[src/mhd_isqrt.sv]
module mhd_isqrt #(
    parameter int RADW = 38
) (
    input  logic              clk,
    input  logic              rst_n,
    input  logic              start,
    input  logic [RADW-1:0]   radicand,
    output logic              done,
    output logic [RADW/2-1:0] root
);

    localparam int QW = RADW / 2;
    localparam int SW = $clog2(QW);

    logic            busy_reg;
    logic            done_reg;
    logic [SW-1:0]   step_reg;
    logic [RADW-1:0] rad_reg;
    logic [QW:0]     rem_reg;
    logic [QW-1:0]   root_reg;

    logic [QW+2:0]   rem_sh;
    logic [QW+2:0]   trial;
    logic [QW+2:0]   diff;
    logic            fits;

    // One result bit per cycle, two radicand bits brought down each step.
    always_comb
    begin
        rem_sh = {rem_reg, rad_reg[RADW-1 -: 2]};
        trial  = {1'b0, root_reg, 2'b01};
        fits   = rem_sh >= trial;
        diff   = rem_sh - trial;
    end

    always_ff @(posedge clk or negedge rst_n)
    begin
        if (!rst_n)
        begin
            busy_reg <= 1'b0;
            done_reg <= 1'b0;
            step_reg <= '0;
        end
        else
        begin
            done_reg <= 1'b0;
            if (start)
            begin
                busy_reg <= 1'b1;
                step_reg <= '0;
            end
            else if (busy_reg)
            begin
                step_reg <= step_reg + SW'(1);
                if (step_reg == SW'(QW-1))
                begin
                    busy_reg <= 1'b0;
                    done_reg <= 1'b1;
                end
            end
        end
    end

    always_ff @(posedge clk)
    begin
        if (start)
        begin
            rad_reg  <= radicand;
            rem_reg  <= '0;
            root_reg <= '0;
        end
        else if (busy_reg)
        begin
            rad_reg  <= {rad_reg[RADW-3:0], 2'b00};
            rem_reg  <= fits ? diff[QW:0] : rem_sh[QW:0];
            root_reg <= {root_reg[QW-2:0], fits};
        end
    end

    assign done = done_reg;
    assign root = root_reg;

endmodule

[config.mk]
export PLATFORM = sky130hd
export DESIGN_NAME = mhd_isqrt
export DESIGN_NICKNAME = d
export VERILOG_FILES = /design/src/mhd_isqrt.sv
export SDC_FILE = /design/constraint.sdc
export NUM_CORES = 1
export LEC_CHECK = 0
export BUFFER_PORTS_ARGS = -buffer_cell sky130_fd_sc_hd__buf_2
export CORE_ASPECT_RATIO = 0.9
export CORE_UTILIZATION = 45
export CTS_BUF_LIST = sky130_fd_sc_hd__clkbuf_4
export DETAILED_ROUTE_END_ITERATION = 16
export HOLD_SLACK_MARGIN = 0.08
export PLACE_DENSITY = 0.61
export SYNTH_ARGS = -nofsm -noshare
export SYNTH_HDL_FRONTEND = slang
export SYNTH_SLANG_ARGS = --single-unit
[constraint.sdc]
create_clock -name clk -period 6.9 [get_ports clk]
set_input_delay 1.38 -clock clk [delete_from_list [all_inputs] [get_ports clk]]
set_output_delay 1.38 -clock clk [all_outputs]
set_load 0.1 [all_outputs]
==> summary.md <==
| Metric | Value |
|---|---|
| Outcome | finished, final reports clean |
| Post-synth top cells | nor2_1 (42), dfxtp_1 (39), edfxtp_1 (38) |
| Largest area contributor in the synthesized netlist | edfxtp_1 |
| Num CTS Buffers | 9 |
| CORE AREA | 9742 µm² |
| Syn nets | 492 |
| Clock slew at reported path FFs | 140 ps |
| Leak Pwr | 2.261 nW |
| Count of final setup violators | 0 |
| Crit start category | input port |
| Die width | 108.0 µm |
| PwrDens | 390.9 nW/µm² |
| Final Instance Count excl. Fillers | 612 |
| Peak supply drop | 0.1624 mV |
| Clk_skew | 17.40 ps |
| Die ar. | 10530 µm² |
| Drt pass-1 iters | 4 |
| Final Hold Fails | 0 |
| Crit Path Class | input port to register |
| Worst slew pin tran | 853.6 ps |
| FP Rows | 34 |
| Area of the multi-input gates | 2258 µm² |
| Aggregate global routing overflow | 0 |
| Inserted Diodes | 0 |
| Total GRT Usage | 18.08% |
| DR iter-0 viols | 157 |
| Max FFs per register | 38 |
| DP HPWL | 6276 µm |
| Critical Path RT | 6980 ps |
| RSZ-0062 raised after global routing | no |
| Slew Viols, Final | 0 |
| Worst setup EP type | register |
| Highest fanout seen on the critical path | 74 |
| Fmax achieved | 334.0 MHz |
| Synth Register Bits | 84 |
| Vias | 3311 |
| First-pass GRT wire length | 14950 µm |
| I/O Pins | 61 |
| Top cell type's share of synthesized area | 25.05% |
| Via/cell ratio | 5.410 |
| Ranking of synthesized cells by area | edfxtp_1 (25%), dfxtp_1 (17%), mux2_2 (9.1%) |
| Post-Syn Area | 4554 µm² |
| Post-route setup TNS | 0 ps |
| Clk Latency, worst-skew pair | 430 ps |
| PortBufs | 60 |
| H-tree depth | 3 |
| WP data arrival | 3080 ps |
| Synth cell types | 54 |
| WL per Instance | 14.56 µm |
| CTS tree | yes |
| Cells after DPL | 596 |
| Yosys warnings | 0 |
| Post-synthesis sequential area ratio | 46.04% |
| Synthesized instance count | 428 |
| Die Y | 97.44 µm |
| Placer's final routability congestion estimate | 0.8512 |
| Reg area | 2098 µm² |
| Dpl ws | 3446 ps |
| # hold bufs at CTS | 0 |
| Fin crit period | 2994 ps |
| Largest net degree at the start of global routing | 75 |
| Routed Antenna Nets | 0 |
| Top_reg_cell synth | dfxtp_1 |
| Initial Util | 46.75% |
| # fillers | 923 |
| Worst setup margin | 3906 ps |
| Relative slew slack | 43.09% |
| Class of the worst hold path | register to register |
| P&R area growth vs syn | 11.48% |
| Layout cells sized above 1 | 26.34% |
| Root buffer cell | clkbuf_4 |
| Number of setup buffers added after CTS | 0 |
| Net total in the final layout | 545 |
| Top-count cell post-synth | nor2_1 |
| Routed Wire Length | 8912 µm |
| Tcrit/Tclk final | 43.39% |
| Clock sink total | 84 |
| Async set-reset flop share out of synthesis | 8.333% |
| Antenna violations before repair | 0 |
| Mean Syn Cell Area | 10.64 µm² |
| PostCTS Resize Cnt | 0 |
| DRC violations left | 0 |
| Bufs on Longest Clock Path | 2 |
| Max Cap Violations | 0 |
| Number of synthesized flops with an enable pin | 38 |
| Number of global-route vias before repair | 3263 |
-- path summary, 6_finish.rpt --
path | startpoint | end | slack, ps | cells past startpoint
min in group asynchronous | rst_n | step_reg[3] | 750 | 1
max reg2reg | root[9] | rem_reg[19] | 3910 | 9
max in group asynchronous | rst_n | busy_reg | 5970 | 1
min | rem_reg[14] | rem_reg[14] | 510 | 2
min reg2reg | rem_reg[14] | rem_reg[14] | 510 | 2
max | start | rad_reg[17] | 3910 | 5
-- metrics by stage --
| step | utilization (%) | total power [mW] | hold slack (ps) | cell area [µm²] |
|---|---|---|---|---|
| after global routing | 52.12 | 2.136 | 532.9 | 5077 |
| after global placement | 50.65 | 1.678 | 484.6 | 4935 |
| final | 52.12 | 1.985 | 509.7 | 5077 |
| after CTS | 52.12 | 2.000 | 515.2 | 5077 |
| after detailed placement | 50.65 | 1.692 | 496.1 | 4935 |
| after floorplan | - | 1.512 | 443.1 | 4554 |
-- cell families (layout without fill, tap and decap cells) --
| kind of cell | count (synthesis) | after routing | synth area share, % |
|---|---|---|---|
| flip-flops | 84 | 84 | 46.04 |
| multiplexers | 63 | 63 | 14.86 |
| adder cells (fa/ha/maj) | 23 | 23 | 6.319 |
| buffers and inverters | 47 | 105 | 4.368 |
| XOR/XNOR | 21 | 21 | 4.039 |
| AO/OA/AOI/OAI | 88 | 88 | 13.96 |
| AND/OR/NAND/NOR | 102 | 102 | 10.41 |
-- where the power goes --
part / total [mW] / switching, mW / internal (mW)
registers: 0.650 / 0.0518 / 0.598
logic: 1.04 / 0.599 / 0.441
clock network: 0.295 / 0.174 / 0.121
total: 1.98 / 0.825 / 1.16
-- routing by layer --
layer | track usage (%) | up-vias | wire length, µm
li1 | - | 1650 | -
met1 | 23.33 | 1573 | 4234
met2 | 28.07 | 74 | 4021
met3 | 5.902 | 14 | 503
met4 | 6.533 | 0 | 152
met5 | 0 | - | 0
-- cell type report --
type                            instances  area share (%)
Tap cell                              126           3.105
Multi-Input combinational cell        297           44.48
Sequential cell                        84           41.33
Clock inverter                          5           1.183
Clock buffer                           11           1.626
Inverter                               26           1.922
Timing Repair Buffer                   63           6.358
-- cell usage in the layout, fill, tap and decap left out, types with 3 or more instances in the layout --
master,n
o21ai_1,6
mux2i_1,26
ha_1,23
a21o_1,9
xnor2_1,12
a311oi_2,4
mux2_2,37
o21a_1,4
dfrtp_1,6
o21ai_0,12
nor3_1,4
nand4_1,4
nand2b_1,4
buf_2,60
nor2_1,42
and2_1,3
edfxtp_1,38
xor2_1,9
clkbuf_4,11
nand3_1,3
a32oi_1,4
a211oi_1,6
buf_4,3
a21oi_1,19
inv_1,26
nand2_1,29
a31oi_1,4
nand2_2,3
o211ai_1,3
dfxtp_1,39
-- worst max-delay path, stage by stage --
cell,delay (ps)
buf_2,80
buf_4,630
nor2_1,350
inv_1,120
buf_4,430
(Power assumes the default switching activity.)
