===== src/mhd_scan.sv =====
module mhd_scan #(
    parameter int MAX_DIM    = 1024,
    parameter int MAX_POINTS = 4096
) (
    input  logic                             clk,
    input  logic                             rst_n,
    input  logic                             start,
    input  logic [$clog2(MAX_POINTS+1)-1:0]  count_first,
    input  logic [$clog2(MAX_POINTS+1)-1:0]  count_second,
    output logic [$clog2(MAX_POINTS)-1:0]    raddr_first,
    output logic [$clog2(MAX_POINTS)-1:0]    raddr_second,
    input  logic [2*$clog2(MAX_DIM)-1:0]     rdata_first,
    input  logic [2*$clog2(MAX_DIM)-1:0]     rdata_second,
    output logic                             done,
    output logic [2*$clog2(MAX_DIM):0]       best
);

    localparam int XW  = $clog2(MAX_DIM);
    localparam int SQW = 2 * XW;
    localparam int DW  = SQW + 1;
    localparam int CW  = $clog2(MAX_POINTS+1);
    localparam int AW  = $clog2(MAX_POINTS);

    typedef struct packed {
        logic valid;
        logic first;
        logic last_j;
        logic last_all;
    } tag_t;

    logic          active_reg, active_next;
    logic          dir_reg, dir_next;
    logic [AW-1:0] i_reg, i_next;
    logic [AW-1:0] j_reg, j_next;
    tag_t          tag1_reg, tag1_next;
    tag_t          tag2_reg;
    tag_t          tag3_reg;
    logic [XW-1:0] dx_reg, dx_next;
    logic [XW-1:0] dy_reg, dy_next;
    logic [SQW-1:0] dx2_reg, dy2_reg;
    logic [DW-1:0] mn_reg, mn_next;
    logic [DW-1:0] best_reg, best_next;
    logic          done_reg;

    logic [CW-1:0] n_outer, n_inner;
    logic          last_i, last_j;
    logic [XW-1:0] fx, fy, sx, sy;
    logic [DW-1:0] pair_d2;

    // Issue side: walk every (i, j) pair of one direction, then swap the roles.
    always_comb
    begin
        n_outer = dir_reg ? count_second : count_first;
        n_inner = dir_reg ? count_first  : count_second;
        last_j  = (CW'(j_reg) + CW'(1)) == n_inner;
        last_i  = (CW'(i_reg) + CW'(1)) == n_outer;

        raddr_first  = dir_reg ? j_reg : i_reg;
        raddr_second = dir_reg ? i_reg : j_reg;

        tag1_next.valid    = active_reg;
        tag1_next.first    = j_reg == '0;
        tag1_next.last_j   = last_j;
        tag1_next.last_all = last_j && last_i && dir_reg;

        active_next = active_reg;
        dir_next    = dir_reg;
        i_next      = i_reg;
        j_next      = j_reg;
        if (start)
        begin
            active_next = 1'b1;
            dir_next    = 1'b0;
            i_next      = '0;
            j_next      = '0;
        end
        else if (active_reg)
        begin
            if (last_j)
            begin
                j_next = '0;
                if (last_i)
                begin
                    i_next = '0;
                    if (dir_reg)
                    begin
                        active_next = 1'b0;
                    end
                    else
                    begin
                        dir_next = 1'b1;
                    end
                end
                else
                begin
                    i_next = i_reg + AW'(1);
                end
            end
            else
            begin
                j_next = j_reg + AW'(1);
            end
        end
    end

    // Distance is symmetric, so the two memories feed the same lanes in both directions.
    always_comb
    begin
        fx = rdata_first[XW-1:0];
        fy = rdata_first[SQW-1:XW];
        sx = rdata_second[XW-1:0];
        sy = rdata_second[SQW-1:XW];
        dx_next = (fx > sx) ? (fx - sx) : (sx - fx);
        dy_next = (fy > sy) ? (fy - sy) : (sy - fy);
    end

    always_comb
    begin
        pair_d2 = DW'(dx2_reg) + DW'(dy2_reg);
        if (tag3_reg.first || (pair_d2 < mn_reg))
        begin
            mn_next = pair_d2;
        end
        else
        begin
            mn_next = mn_reg;
        end
        best_next = best_reg;
        if (start)
        begin
            best_next = '0;
        end
        else if (tag3_reg.valid && tag3_reg.last_j && (mn_next > best_reg))
        begin
            best_next = mn_next;
        end
    end

    always_ff @(posedge clk or negedge rst_n)
    begin
        if (!rst_n)
        begin
            active_reg <= 1'b0;
            dir_reg    <= 1'b0;
            i_reg      <= '0;
            j_reg      <= '0;
            tag1_reg   <= '0;
            tag2_reg   <= '0;
            tag3_reg   <= '0;
            done_reg   <= 1'b0;
        end
        else
        begin
            active_reg <= active_next;
            dir_reg    <= dir_next;
            i_reg      <= i_next;
            j_reg      <= j_next;
            tag1_reg   <= tag1_next;
            tag2_reg   <= tag1_reg;
            tag3_reg   <= tag2_reg;
            done_reg   <= tag3_reg.valid && tag3_reg.last_all;
        end
    end

    always_ff @(posedge clk)
    begin
        dx_reg   <= dx_next;
        dy_reg   <= dy_next;
        dx2_reg  <= SQW'(dx_reg) * SQW'(dx_reg);
        dy2_reg  <= SQW'(dy_reg) * SQW'(dy_reg);
        if (tag3_reg.valid)
        begin
            mn_reg <= mn_next;
        end
        best_reg <= best_next;
    end

    assign done = done_reg;
    assign best = best_reg;

endmodule


===== config.mk =====
export PLATFORM = sky130hd
export DESIGN_NAME = mhd_scan
export DESIGN_NICKNAME = d
export VERILOG_FILES = /design/src/mhd_scan.sv
export SDC_FILE = /design/constraint.sdc
export NUM_CORES = 1
export LEC_CHECK = 0
export ABC_AREA = 0
export BUFFER_PORTS_ARGS = -buffer_cell sky130_fd_sc_hd__clkbuf_2
export CORE_ASPECT_RATIO = 0.75
export CORE_MARGIN = 2
export CORE_UTILIZATION = 50
export CTS_BUF_LIST = sky130_fd_sc_hd__clkbuf_8
export CTS_CLUSTER_DIAMETER = 30
export DETAILED_ROUTE_END_ITERATION = 8
export PLACE_DENSITY = 0.78
export SKIP_LAST_GASP = 1
export SLEW_MARGIN = 20
export SYNTH_ARGS = -nofsm -noshare
export SYNTH_HDL_FRONTEND = slang
export SYNTH_SLANG_ARGS = --single-unit
export TNS_END_PERCENT = 50

===== constraint.sdc =====
create_clock -name clk -period 10.9 [get_ports clk]
set_input_delay 2.18 -clock clk [delete_from_list [all_inputs] [get_ports clk]]
set_output_delay 2.18 -clock clk [all_outputs]
set_load 0.1 [all_outputs]

==> impl_metrics.csv <==
group,metric,value,unit
clocking,cts_hold_buf,0,
clocking,cts_resized,0,
setup_path,required,11.26,ns
clocking,tritoncts,"yes",
floorplan,ios,115,
layout,multiInputGateArea,0.0105,mm^2
synthesis,yosys_warnings,0,
global_route,met2_usage,34.0,%
placement,gp_congestion,0.915,
layout,layout.nets,2075,
placement,io_buffers,114,
floorplan,core,0.0292,mm^2
synthesis,synth.net_count,2000,
setup_path,critPathMaxFanout,28,
synthesis,synth_area,0.0149,mm^2
global_route,gr-max-usage-layer,"met2",
placement,hpwl,26700,um
sta,rsz0062_at_grt,"no",
synthesis,postSynthCellCount,1637,
setup_path,worst_ep_arrival_time,7.61,ns
floorplan,die_y,153,um
clocking,cts_made_buffers,17,
sta,clock.fmax,138,MHz
setup_path,endpoint_kind,"flop",
sta,skew,0.0182,ns
worst_hold_path,hold_path.class,"reg -> reg",
route,drcViolationCount,0,
setup_path,start_kind,"flop",
layout,final_area,0.0161,mm^2
global_route,grt_use_total,22.0,%
setup_path,critPathKind,"reg -> reg",
sta,slew_headroom,30.6,%
synthesis,ys_seq_elements,139,
global_route,antenna_found_initial,0,
global_route,grt.overflow.total,0,
sta,finalSetupViolations,0,
layout,seq_area,0.00319,mm^2
synthesis,async_flop_share,28.1,%
job,maxCapViolations,0,
placement,placed_cell_area,0.0157,mm^2
clocking,clkSlewWorstSetupHoldPaths,0.08,ns
route,drt_pre_antenna_iters,7,
sta,period_needed,7.25,ns
sta,tns,0,ns
synthesis,synthFlopType,"dfxtp_1",
global_route,grt_pass1_vias,11600,
layout,fillers,2571,
clocking,cts.sinks,139,
floorplan,die_area,0.0311,mm^2
route,avgViaCountPerCell,5.57,
sta,finalCritPeriodShare,66.5,%
route,routed_wl,33000,um
layout,num_antenna_cells,0,
synthesis,synth_cell_types,75,
clocking,cts-root-buf,"clkbuf_8",
synthesis,synth_edf_count,21,
route,vias,11800,
floorplan,die_x,203,um
route,drt_iter0_drc,781,
route,ant_nets,0,
clocking,post_cts.repair.setup_buffers,0,
global_route,grt_pass1_wl,56400,um
sta,tightest_slew,1.04,ns
sta,hold_viol,0,
global_route,grt_use_met1,32.2,%
floorplan,initial_core_util,50.9,%
route,wl_per_cell,15.6,um
synthesis,synth.avg_cell_area,9.08,um^2
clocking,clk_latency,0.46,ns
global_route,use_met3,3.48,%
run_status,status,"finished clean",
layout,syn_to_final_growth,8.31,%
sta,maxSlewViolCount,0,
synthesis,yosysSeqAreaShare,21.4,%
layout,drive_gt1_share,12.5,%
clocking,htree_levels,4,
global_route,grt_max_degree,41,
clocking,cts_buffer_depth,2,
layout,final_core_util,55.2,%
floorplan,row_count,54,
-- path summary, 6_finish.rpt --
kind                        startpoint     endpoint  slack, ns  depth (start not counted)
max                         dy2_reg[4]      best[9]       3.65                         23
min                        tag2_reg[3]  tag3_reg[3]       0.35                          0
max reg2reg                 dy2_reg[4]      best[9]       3.65                         23
min reg2reg                tag2_reg[3]  tag3_reg[3]       0.35                          0
max in group asynchronous        rst_n      dir_reg       8.48                          1
min in group asynchronous        rst_n    i_reg[11]       1.82                          1
-- layer usage --
layer  up-vias  routed length, um  share of wire [%]
met4         0                525                1.6
met1      5655              16000                 49
met2       334              14600                 44
met5         -                  0                  0
met3        39               1830                5.6
li1       5773                  -                  -
-- cell type report --
type / instances / area share, %
multi-input cells: 1208 / 65.5
inverters: 229 / 5.34
flip-flops and latches: 139 / 19.8
clock inverters: 13 / 1.04
repair buffers: 117 / 3.68
well taps: 392 / 3.05
clock buffers: 19 / 1.62
-- cells in the mapped netlist (6+ instances only) --
master    instances  share of area (%)
mux2_2           47                3.6
a21oi_1          86                2.9
edfxtp_1         21                4.2
nor3_1           20               0.67
o21a_1            7               0.35
inv_1           229                5.8
nand2_1         107                2.7
o211ai_1         10               0.50
nand2b_1          8               0.34
o211a_1          18                1.2
a31oi_1           7               0.29
nor4_1            9               0.38
nand4_1          23               0.97
o21bai_1          6               0.30
and2_1           66                2.8
xnor2_1          73                4.3
dfxtp_1          79                 11
dfrtp_1          39                6.6
nor2_1           80                2.0
o21ai_0          55                1.9
buf_2            13               0.44
o31ai_1          11               0.56
fa_1             96                 13
and3_1           14               0.59
nand3_1          24               0.81
mux2i_1          43                2.9
a211oi_1         17               0.86
or3_1            11               0.46
xor2_1           26                1.5
nor2b_1          18               0.76
or4_1             9               0.45
clkbuf_1         37               0.93
and4_1            6               0.35
a21o_1           37                1.9
ha_1            198                 17
-- layout by cell type (no fill, tap or decap), drive strengths merged, types with 24 or more instances in the layout --
| cell | n |
|---|---|
| dfxtp | 79 |
| o21ai | 57 |
| inv | 234 |
| fa | 96 |
| and2 | 66 |
| xor2 | 26 |
| ha | 198 |
| a21o | 37 |
| nand3 | 25 |
| dfrtp | 39 |
| clkbuf | 132 |
| a21oi | 86 |
| nand4 | 24 |
| mux2i | 43 |
| mux2 | 47 |
| xnor2 | 73 |
| nand2 | 107 |
| nor2 | 81 |
-- critical path, stage by stage (launching register included) --
cell and delay [ns]:
dfxtp_1 0.31, ha_1 0.32, o21ai_0 0.14, o21ai_0 0.25, nand2_1 0.18, a311oi_1 0.57
a21oi_1 0.14, a211oi_1 0.37, ha_1 0.32, a21o_1 0.18, a21o_1 0.18, a21o_1 0.21
a2111oi_0 0.34, or3b_2 0.63, mux2_2 0.44, ha_1 0.30, a21o_1 0.17, a21o_1 0.19
a2111oi_0 0.54, o211ai_1 0.22, o21ai_2 0.58, buf_4 0.36, nand2_1 0.09, o211a_1 0.14
-- stage by stage --
step	hold WS, ns	std cells	worst slack, ns
5_1_grt	0.366	2117	3.12
3_3_place_gp	0.333	2085	4.02
3_5_place_dp	0.335	2085	3.76
6_report	0.353	2117	3.65
2_1_floorplan	0.331	1637	4.94
4_1_cts	0.358	2117	3.70
-- cells by family after synthesis --
logic type	synth area share (%)
fa+ha+maj	29.6
compound gates	14.0
mux	6.46
simple gates	14.6
xor+xnor	6.29
buf+inv	7.68
flops	21.4
Power is not shown: default switching activity piles up to over one toggle a cycle in this logic, so the estimate is an artifact.
