File: src/mhd_loader.sv
module mhd_loader #(
    parameter int MAX_DIM    = 1024,
    parameter int MAX_POINTS = 4096
) (
    input  logic                                clk,
    input  logic                                rst_n,
    input  logic                                take,
    input  logic                                active,
    input  logic                                clear,
    input  logic [$clog2(MAX_DIM+1)-1:0]        eff_width,
    output logic [$clog2(MAX_POINTS+1)-1:0]     count,
    output logic                                we,
    output logic [$clog2(MAX_POINTS)-1:0]       waddr,
    output logic [2*$clog2(MAX_DIM)-1:0]        wdata,
    output logic                                drop
);

    localparam int XW = $clog2(MAX_DIM);
    localparam int EW = $clog2(MAX_DIM+1);
    localparam int CW = $clog2(MAX_POINTS+1);

    logic [XW-1:0] column_reg, column_next;
    logic [EW-1:0] row_reg, row_next;
    logic [CW-1:0] count_reg, count_next;
    logic          blocked;
    logic          full;
    logic [EW-1:0] col_inc;

    always_comb
    begin
        blocked = row_reg >= EW'(MAX_DIM);
        full    = count_reg == CW'(MAX_POINTS);
        col_inc = EW'(column_reg) + EW'(1);

        we    = take && !blocked && active && !full;
        drop  = take && (blocked || (active && full));
        waddr = count_reg[$clog2(MAX_POINTS)-1:0];
        wdata = {row_reg[XW-1:0], column_reg};

        column_next = column_reg;
        row_next    = row_reg;
        count_next  = count_reg;
        if (clear)
        begin
            column_next = '0;
            row_next    = '0;
            count_next  = '0;
        end
        else if (take && !blocked)
        begin
            if (we)
            begin
                count_next = count_reg + CW'(1);
            end
            if (col_inc >= eff_width)
            begin
                column_next = '0;
                row_next    = row_reg + EW'(1);
            end
            else
            begin
                column_next = col_inc[XW-1:0];
            end
        end
    end

    always_ff @(posedge clk or negedge rst_n)
    begin
        if (!rst_n)
        begin
            column_reg <= '0;
            row_reg    <= '0;
            count_reg  <= '0;
        end
        else
        begin
            column_reg <= column_next;
            row_reg    <= row_next;
            count_reg  <= count_next;
        end
    end

    assign count = count_reg;

endmodule

File: config.mk
export PLATFORM = sky130hd
export DESIGN_NAME = mhd_loader
export DESIGN_NICKNAME = d
export VERILOG_FILES = /design/src/mhd_loader.sv
export SDC_FILE = /design/constraint.sdc
export NUM_CORES = 1
export LEC_CHECK = 0
export BUFFER_PORTS_ARGS = -buffer_cell sky130_fd_sc_hd__buf_4
export CAP_MARGIN = 5
export CORE_UTILIZATION = 53
export CTS_CLUSTER_SIZE = 16
export DETAILED_ROUTE_END_ITERATION = 7
export HOLD_SLACK_MARGIN = 0.02
export PLACE_DENSITY = 0.8
export REMOVE_ABC_BUFFERS = 1
export SLEW_MARGIN = 20
export SYNTH_ARGS = -nofsm -noshare
export SYNTH_HDL_FRONTEND = slang
export SYNTH_SLANG_ARGS = --single-unit
File: constraint.sdc
create_clock -name clk -period 4 [get_ports clk]
set_input_delay 0.6 -clock clk [delete_from_list [all_inputs] [get_ports clk]]
set_output_delay 0.6 -clock clk [all_outputs]
set_load 0.1 [all_outputs]
==> results of run 1 <==
[worst paths after layout]
path                               start           to  slack [ns]  depth (start not counted)
setup / recovery           column_reg[0]   row_reg[3]        0.62                         12
max in group asynchronous          rst_n   row_reg[1]        3.44                          1
hold / removal                     rst_n     count[5]        0.25                          1
setup reg to reg           column_reg[0]   row_reg[3]        0.62                         12
hold reg to reg              row_reg[10]  row_reg[10]        0.56                          2
min in group clk             row_reg[10]  row_reg[10]        0.56                          2
[layout make-up]
type / count / area [sq um]
fillers: 383 / 1550
inverters: 18 / 67.6
flip-flops and latches: 34 / 851
repair buffers: 62 / 465
multi-input cells: 183 / 1280
well taps: 52 / 65.1
clock buffers: 7 / 76.3
[cell usage in the layout (no fill, tap or decap), drive strengths merged, types with 2 or more instances in the layout]
cell	count
buf	62
dfrtp	34
nand2	25
nor2	19
inv	18
nand3	18
ha	16
xor2	11
o21ai	11
xnor2	8
a21oi	8
and3	7
clkbuf	7
nor4b	5
nand2b	4
nand4	4
and4	4
nor2b	4
nand3b	4
nor3b	4
or4	3
a211o	3
a211oi	3
and2	3
nor4	2
o22ai	2
or3	2
a21o	2
[power groups by stage]
| stage | Clock, mW | Combinational (mW) | Sequential [mW] |
|---|---|---|---|
| after floorplan | 0 | 0.103 | 0.706 |
| after global placement | 0 | 0.478 | 0.440 |
| after detailed placement | 0 | 0.483 | 0.441 |
| after CTS | 0.253 | 0.483 | 0.436 |
| after global routing | 0.264 | 0.502 | 0.446 |
| final | 0.244 | 0.479 | 0.436 |
[kinds of logic after synthesis]
logic type	after synthesis
AO/OA/AOI/OAI	35
XOR/XNOR	19
adder cells (fa/ha/maj)	16
buffers and inverters	46
flip-flops	34
multiplexers	1
AND/OR/NAND/NOR	112
[through the flow]
stage	utilization, %	hold slack, ns	setup TNS (ns)
floorplan	-	0.304	-1.23
global placement	62.6	0.534	0
detailed placement	62.6	0.551	0
CTS	64.4	0.250	0
global route	64.4	0.274	0
finish	64.4	0.251	0
[layer usage]
| layer | GRT usage, % | wire [um] |
|---|---|---|
| met1 | 29.0 | 2290 |
| met4 | 6.58 | 61 |
| met2 | 34.1 | 2200 |
| met5 | 0 | 0 |
| met3 | 6.40 | 232 |
[critical path: cells and delay by family (launching register included)]
kind | cells | cell delay, ns
AOI/OAI and AO/OA | 4 | 1.18
xor gates and xnor gates | 1 | 0.16
DFF | 1 | 0.45
adders and majority gates | 2 | 0.52
and+or+nand+nor | 5 | 0.96
==> reports/results.ini, run 1 <==
[routing]
drt_iter0_drc = 88
vias = 1945
drc = 0
postRouteAntennaNets = 0
drt_wl_total_um = 4780
via_per_inst = 5.46
wl_per_cell_um = 13.4
dr.pass1.iters = 4

[global_route]
grt_max_degree = 35
grt_overflow = 0
grt_pass1_vias = 1837
antenna_found_initial = 0
grt_pass1_wl_um = 8420
grt_usage_pct = 21.7

[synth]
syn_area_per_cell_sq_um = 9.16
synth-compound-area-share_pct = 11.3
synthTopCellsByArea = dfrtp_1 35%, ha_1 8.3%, buf_4 6.9%, xor2_1 4.0%, nand2_1 3.9%
synth-xor-area-share_pct = 6.91
synth_edf_count = 0
synth_async_sr_flop_share_pct = 100
synthAdderAreaFrac_pct = 8.31
synth_top_area_cell = dfrtp_1
syn_inst = 263
yosysUniqueCellTypes = 49
synthTopCellsByCount = 34 x dfrtp_1, 25 x nand2_1, 22 x buf_4
muxShareOfSynthArea_pct = 0.416
yosysSeqAreaShare_pct = 35.3
yosysWarnings = 0
yosysMostFrequentCell = dfrtp_1
synth_top_family_by_area = simple AND/OR/NAND/NOR gates
synth_area_sq_um = 2410
synth_seq_cells = 34
synthFlopType = dfrtp_1
synth_top_area_share_pct = 35.3
yosys.area_share.simple_pct = 26.1

[placed_design]
postPlaceCellArea_sq_um = 2730
hpwlAfterDp_um = 3420
port_buffers = 62
gp_congestion = 0.838
place_inst = 349
pre_cts_ws_ns = 0.665

[sta]
layout_setup_ws_ns = 0.618
period_needed_ns = 3.38
finalHoldViolCount = 0
max_slew.worst_pin.slew_ns = 0.649
period_share_pct = 84.6
rsz0062_at_grt = false
clock.fmax_mhz = 296
slew_headroom_pct = 56.7
slew_viol_final = 0
fin_worst_skew_ns = 0.00327
setup_violations = 0

[clocking]
cts_resized = 0
cts_root_buffer = clkbuf_8
cts_inserted_buffers = 5
ctsHoldBuffers = 0
cts_buffer_depth = 2
cts_max_level = 2
insertion_delay_ns = 0.29
tritoncts = done
cts_num_sinks = 34
clk_pin_slew_ns = 0.07
cts_setup_buffers = 0

[critical_path]
cp.arrival_ns = 3.56
start_kind = register
crit_top_cell = ha_1
cp_cell_sequence = ha_1, nand3_1, nor2_1, and3_1, xor2_1, ha_1, a211oi_1, o21ai_1, and2_4, a31oi_4, nor4_1, a221o_1
slowest_stage = a31oi_4
required_ns = 4.18
crit_fanout = 24
end_kind = register
cpPeakStageDelay_ns = 0.53
worstSetupPathType = reg -> reg

[power]
p_sw_mw = 0.545
clkPwrFrac_pct = 21.0
sw_frac_of_total_pct = 47.0
finalPower_mw = 1.16
p_seq_share_pct = 37.6
power.internal_mw = 0.615
p_per_area_nw_per_um2 = 414
power.leakage_nw = 1.40
combPwrFrac_pct = 41.3
peakVddDrop_mv = 0.513

[cells_and_area]
antenna_cells = 0
synthToLayoutAreaGrowth_pct = 16.4
drive_gt1_share_pct = 26.0
fin_cells = 356
largest_reg_flops = 13
fin_area_sq_um = 2800
fin_nets = 336

[floorplan]
core_area_sq_um = 4350
initial_core_util_pct = 55.3
dieArea_sq_um = 4820
dieHeight_um = 69.4
io_pins = 63
rows = 24
die-width_um = 69.4

[outcome]
status = finished, final reports clean

[min_path]
min_path_type = in -> async

[flow_run]
maxCapViolCount = 0

Note: power is estimated with default switching activity, not from simulation.
==> inputs of run 2 (changes only) <==
- clock period: 4 -> 3.4 ns (I/O delays scaled with it)
==> reports/results.ini, run 2 (synthesis results as in run 1) <==
[placed_design]
gp_congestion = 0.835
pre_cts_ws_ns = 0.188
place_inst = 351
port_buffers = 62
postPlaceCellArea_sq_um = 2740
hpwlAfterDp_um = 3480

[power]
p_per_area_nw_per_um2 = 485
peakVddDrop_mv = 0.584
power.leakage_nw = 1.45

[critical_path]
cp.arrival_ns = 3.35
required_ns = 3.57
crit_fanout = 8
crit_top_cell = ha_1
slowest_stage = dfrtp_1
cp_cell_sequence = ha_1, nand3_1, nor2_2, and3_1, xor2_1, ha_1, a211oi_1, o21ai_2, and2_4, a31oi_4, buf_4, nor4b_2, a211o_1
worstSetupPathType = reg -> reg
cp_top_family = compound AO/OA/AOI/OAI gates
worstPathBufferInverterCount = 1
cpPeakStageDelay_ns = 0.45
start_kind = register
end_kind = register

[clocking]
tritoncts = done
cts_num_sinks = 34
insertion_delay_ns = 0.28
cts_buffer_depth = 2
cts_max_level = 2
clk_pin_slew_ns = 0.07
cts_root_buffer = clkbuf_8
cts_inserted_buffers = 5
ctsHoldBuffers = 0

[routing]
dr.pass1.iters = 4
drt_wl_total_um = 4930
via_per_inst = 5.47
vias = 1991
wl_per_cell_um = 13.5
drt_iter0_drc = 89
drc = 0
postRouteAntennaNets = 0

[sta]
setup_violations = 0
fin_worst_skew_ns = 0.00721
finalHoldViolCount = 0
max_slew.worst_pin.slew_ns = 0.536
slew_viol_final = 0
period_needed_ns = 3.18
layout_setup_ws_ns = 0.221
hold_slack_ns = 0.167
clock.fmax_mhz = 315
slew_headroom_pct = 64.1
rsz0062_at_grt = false
period_share_pct = 93.5

[cells_and_area]
largest_reg_flops = 13
fin_area_sq_um = 2880
final_cell_mix = 69 x buf_4, 34 x dfrtp_1, 25 x nand2_1
fin_cells = 364
layout_commonest_cell = buf_4
drive_gt1_share_pct = 28.8
fillers = 375
synthToLayoutAreaGrowth_pct = 19.5
fin_nets = 343
antenna_cells = 0

[outcome]
status = finished, final reports clean

[global_route]
grt_max_degree = 35
grt_pass1_wl_um = 8380
grt_usage_pct = 21.5
grt_pass1_vias = 1846
antenna_found_initial = 0
grt_overflow = 0

[floorplan]
initial_core_util_pct = 55.3
dieHeight_um = 69.4
io_pins = 63
rows = 24
core_area_sq_um = 4350
dieArea_sq_um = 4820
die-width_um = 69.4

[min_path]
min_path_type = in -> async

[flow_run]
maxCapViolCount = 0

## run 2: cell types whose count changed in the layout (fill, tap and decap cells not counted), sizes merged
cell and change:
buf +7, clkinv +1
## run 2: area by class of cell
cell class | instances | area, sq um | area share [%]
Multi-Input combinational cell | 183 | 1280 | 44.7
Sequential cell | 34 | 851 | 29.6
Timing Repair Buffer | 69 | 518 | 18.0
Clock buffer | 7 | 86.3 | 3.00
Inverter | 18 | 67.6 | 2.35
Tap cell | 52 | 65.1 | 2.26
Clock inverter | 1 | 5.00 | 0.174
## run 2: stage by stage
step                util (%)  setup TNS [ns]  power, mW
detailed placement      63.0               0       1.09
finish                  66.1               0       1.40
CTS                     65.1               0       1.40
global route            66.1               0       1.46
floorplan                  -           -6.64      0.952
global placement        63.0               0       1.08
## run 2: timing repair
action,4_1_cts,5_1_grt
endpoints found under the setup margin,0,8
setup buffers,0,5
resized for setup,0,2
## run 2: path summary, 6_finish.rpt
kind                          startpoint          end  slack, ns  depth (start not counted)
setup / recovery           column_reg[0]   row_reg[5]       0.22                         13
hold / removal                     rst_n     count[5]       0.17                          1
setup reg to reg           column_reg[0]   row_reg[5]       0.22                         13
hold reg to reg              row_reg[10]  row_reg[10]       0.55                          2
max in group asynchronous          rst_n   row_reg[2]       2.91                          1
min in group clk             row_reg[10]  row_reg[10]       0.55                          2
## run 2: power breakdown
part           internal, mW  switching [mW]  total [mW]
sequential            0.447          0.0684       0.515
combinational         0.142           0.433       0.576
clock                 0.163           0.142       0.306
## run 2: metal layers
layer	global-route usage, %	vias to the layer above	share of wire, %
met5	0	-	0
met3	3.78	2	3.6
met4	7.48	0	0.59
met2	36.0	55	49
li1	-	988	-
met1	27.9	946	47
## run 2: worst register-to-register path, stage by stage, from the launching register on
cell and delay, ns:
dfrtp_1 0.45, ha_1 0.27, nand3_1 0.18, nor2_2 0.19, and3_1 0.23, xor2_1 0.17
ha_1 0.26, a211oi_1 0.28, o21ai_2 0.12, and2_4 0.18, a31oi_4 0.27, buf_4 0.18
nor4b_2 0.04, a211o_1 0.24
==> inputs of run 3 (changes only) <==
- CTS_CLUSTER_DIAMETER: default -> 80
- SETUP_SLACK_MARGIN: default -> 0.5
==> reports/results.ini, run 3 (synthesis results as in run 1) <==
[clocking]
cts_buffer_depth = 2
cts_num_sinks = 34
cts_max_level = 2
tritoncts = done
insertion_delay_ns = 0.29
clk_pin_slew_ns = 0.07
cts_root_buffer = clkbuf_8
cts_inserted_buffers = 5

[sta]
rsz0062_at_grt = true
period_share_pct = 82.8
period_needed_ns = 2.82
fin_worst_skew_ns = 0.00964
slew_viol_final = 0
finalHoldViolCount = 0
max_slew.worst_pin.slew_ns = 0.541
clock.fmax_mhz = 355
slew_headroom_pct = 63.8
tns_ns = 0
setup_violations = 0

[floorplan]
io_pins = 63
core_area_sq_um = 4350
rows = 24
die-width_um = 69.4
dieArea_sq_um = 4820
initial_core_util_pct = 55.3
dieHeight_um = 69.4

[global_route]
grt_usage_pct = 21.9
grt_pass1_vias = 1896
use_met1_pct = 28.4
grt_max_degree = 35
grt_use_met3_pct = 3.92
antenna_found_initial = 0
grt_busiest_layer = met2
grt.met2_usage_pct = 36.5
grt_overflow = 0
grt_pass1_wl_um = 8510

[power]
p_per_area_nw_per_um2 = 472
clkPwrFrac_pct = 21.6
power.internal_mw = 0.771
sw_frac_of_total_pct = 45.9
p_seq_share_pct = 36.2
peakVddDrop_mv = 0.585
combPwrFrac_pct = 42.2
p_sw_mw = 0.655
power.leakage_nw = 1.50

[cells_and_area]
antenna_cells = 0
fin_nets = 352
largest_reg_flops = 13
fin_util_pct = 69.3
fillers = 357
fin_cells = 373
synthToLayoutAreaGrowth_pct = 25.4
drive_gt1_share_pct = 33.6
layout_commonest_cell = buf_4
final_cell_mix = 74 x buf_4, 32 x dfrtp_1, 25 x nand2_1, 18 x inv_1, 17 x nor2_1

[routing]
drt_iter0_drc = 96
vias = 2058
wl_per_cell_um = 13.8
via_per_inst = 5.52
drc = 0
dr.pass1.iters = 4
postRouteAntennaNets = 0
drt_wl_total_um = 5130

[flow_run]
maxCapViolCount = 0

[placed_design]
place_inst = 351
port_buffers = 62
hpwlAfterDp_um = 3480
gp_congestion = 0.835

[critical_path]
crit_fanout = 8
required_ns = 3.63
cp.arrival_ns = 3.05
worstSetupPathType = reg -> reg
slowest_stage = or4_4
end_kind = register
start_kind = register
cp_cell_sequence = buf_6, nand4_1, nor2_4, nand3_1, xnor2_1, ha_1, and4_1, a31oi_4, buf_6, or4_4, nand3_2
cpPeakStageDelay_ns = 0.47
crit_top_cell = buf_6

[outcome]
status = finished, final reports clean

[min_path]
min_path_type = in -> async

## run 3: cell count changes in the layout (fill, tap and decap cells not counted), moves of 2 or more
cell and delta:
buf_6 +4, nor2_4 +2, buf_4 +5, nand3_1 -2
dfrtp_2 +2, dfrtp_1 -2
## run 3: path summary, 6_finish.rpt
kind / startpoint / end / slack [ns] / cells after the start
max: column_reg[1] / row_reg[9] / 0.58 / 11
max reg2reg: column_reg[1] / row_reg[9] / 0.58 / 11
min in group clk: row_reg[10] / row_reg[10] / 0.55 / 2
max in group asynchronous: rst_n / column_reg[2] / 2.90 / 1
min: rst_n / count[5] / 0.16 / 1
min reg2reg: row_reg[10] / row_reg[10] / 0.55 / 2
## run 3: power by group through the flow
stage	clock network (mW)	registers [mW]	logic, mW
global placement	0	0.518	0.566
global route	0.332	0.526	0.627
floorplan	0	0.831	0.121
CTS	0.314	0.512	0.585
detailed placement	0	0.520	0.571
finish	0.308	0.516	0.602
## run 3: stage by stage
stage / power (mW) / setup WS (ns) / hold slack (ns) / area [sq um]
after detailed placement: 1.09 / 0.188 / 0.487 / 2740
after global routing: 1.49 / 0.442 / 0.194 / 3020
after CTS: 1.41 / 0.479 / 0.182 / 2900
after floorplan: 0.952 / -0.975 / 0.214 / 2200
after global placement: 1.08 / 0.338 / 0.482 / 2740
final: 1.43 / 0.584 / 0.163 / 3020
## run 3: worst max-delay path: cells and delay by family, from the launching register on
kind	cells	cell delay, ns
AND/OR/NAND/NOR	6	1.37
adder cells (fa/ha/maj)	1	0.29
XOR/XNOR	1	0.18
flip-flops	1	0.41
buffers and inverters	2	0.32
AO/OA/AOI/OAI	1	0.19
## run 3: area by class of cell
class	instances	area (sq um)	share of cell area, %
multi-input combinational	183	1340	44.4
sequential	34	853	28.3
timing repair buffer	78	601	19.9
clock buffer	7	86.3	2.86
inverter	18	67.6	2.24
tap	52	65.1	2.15
clock inverter	1	5.00	0.166
## run 3: repair_timing
action | 4_1_cts | 5_1_grt
resized for setup | 5 | 15
pin swaps | 4 | 13
hold buffers | 0 | 0
setup buffers | 6 | 8
endpoints found under the setup margin | 14 | 16
## run 3: routing by layer
layer,vias up,part of all wire [%]
met4,0,1.2
met1,980,45
met3,7,4.6
met2,59,49
met5,-,0
li1,1012,-
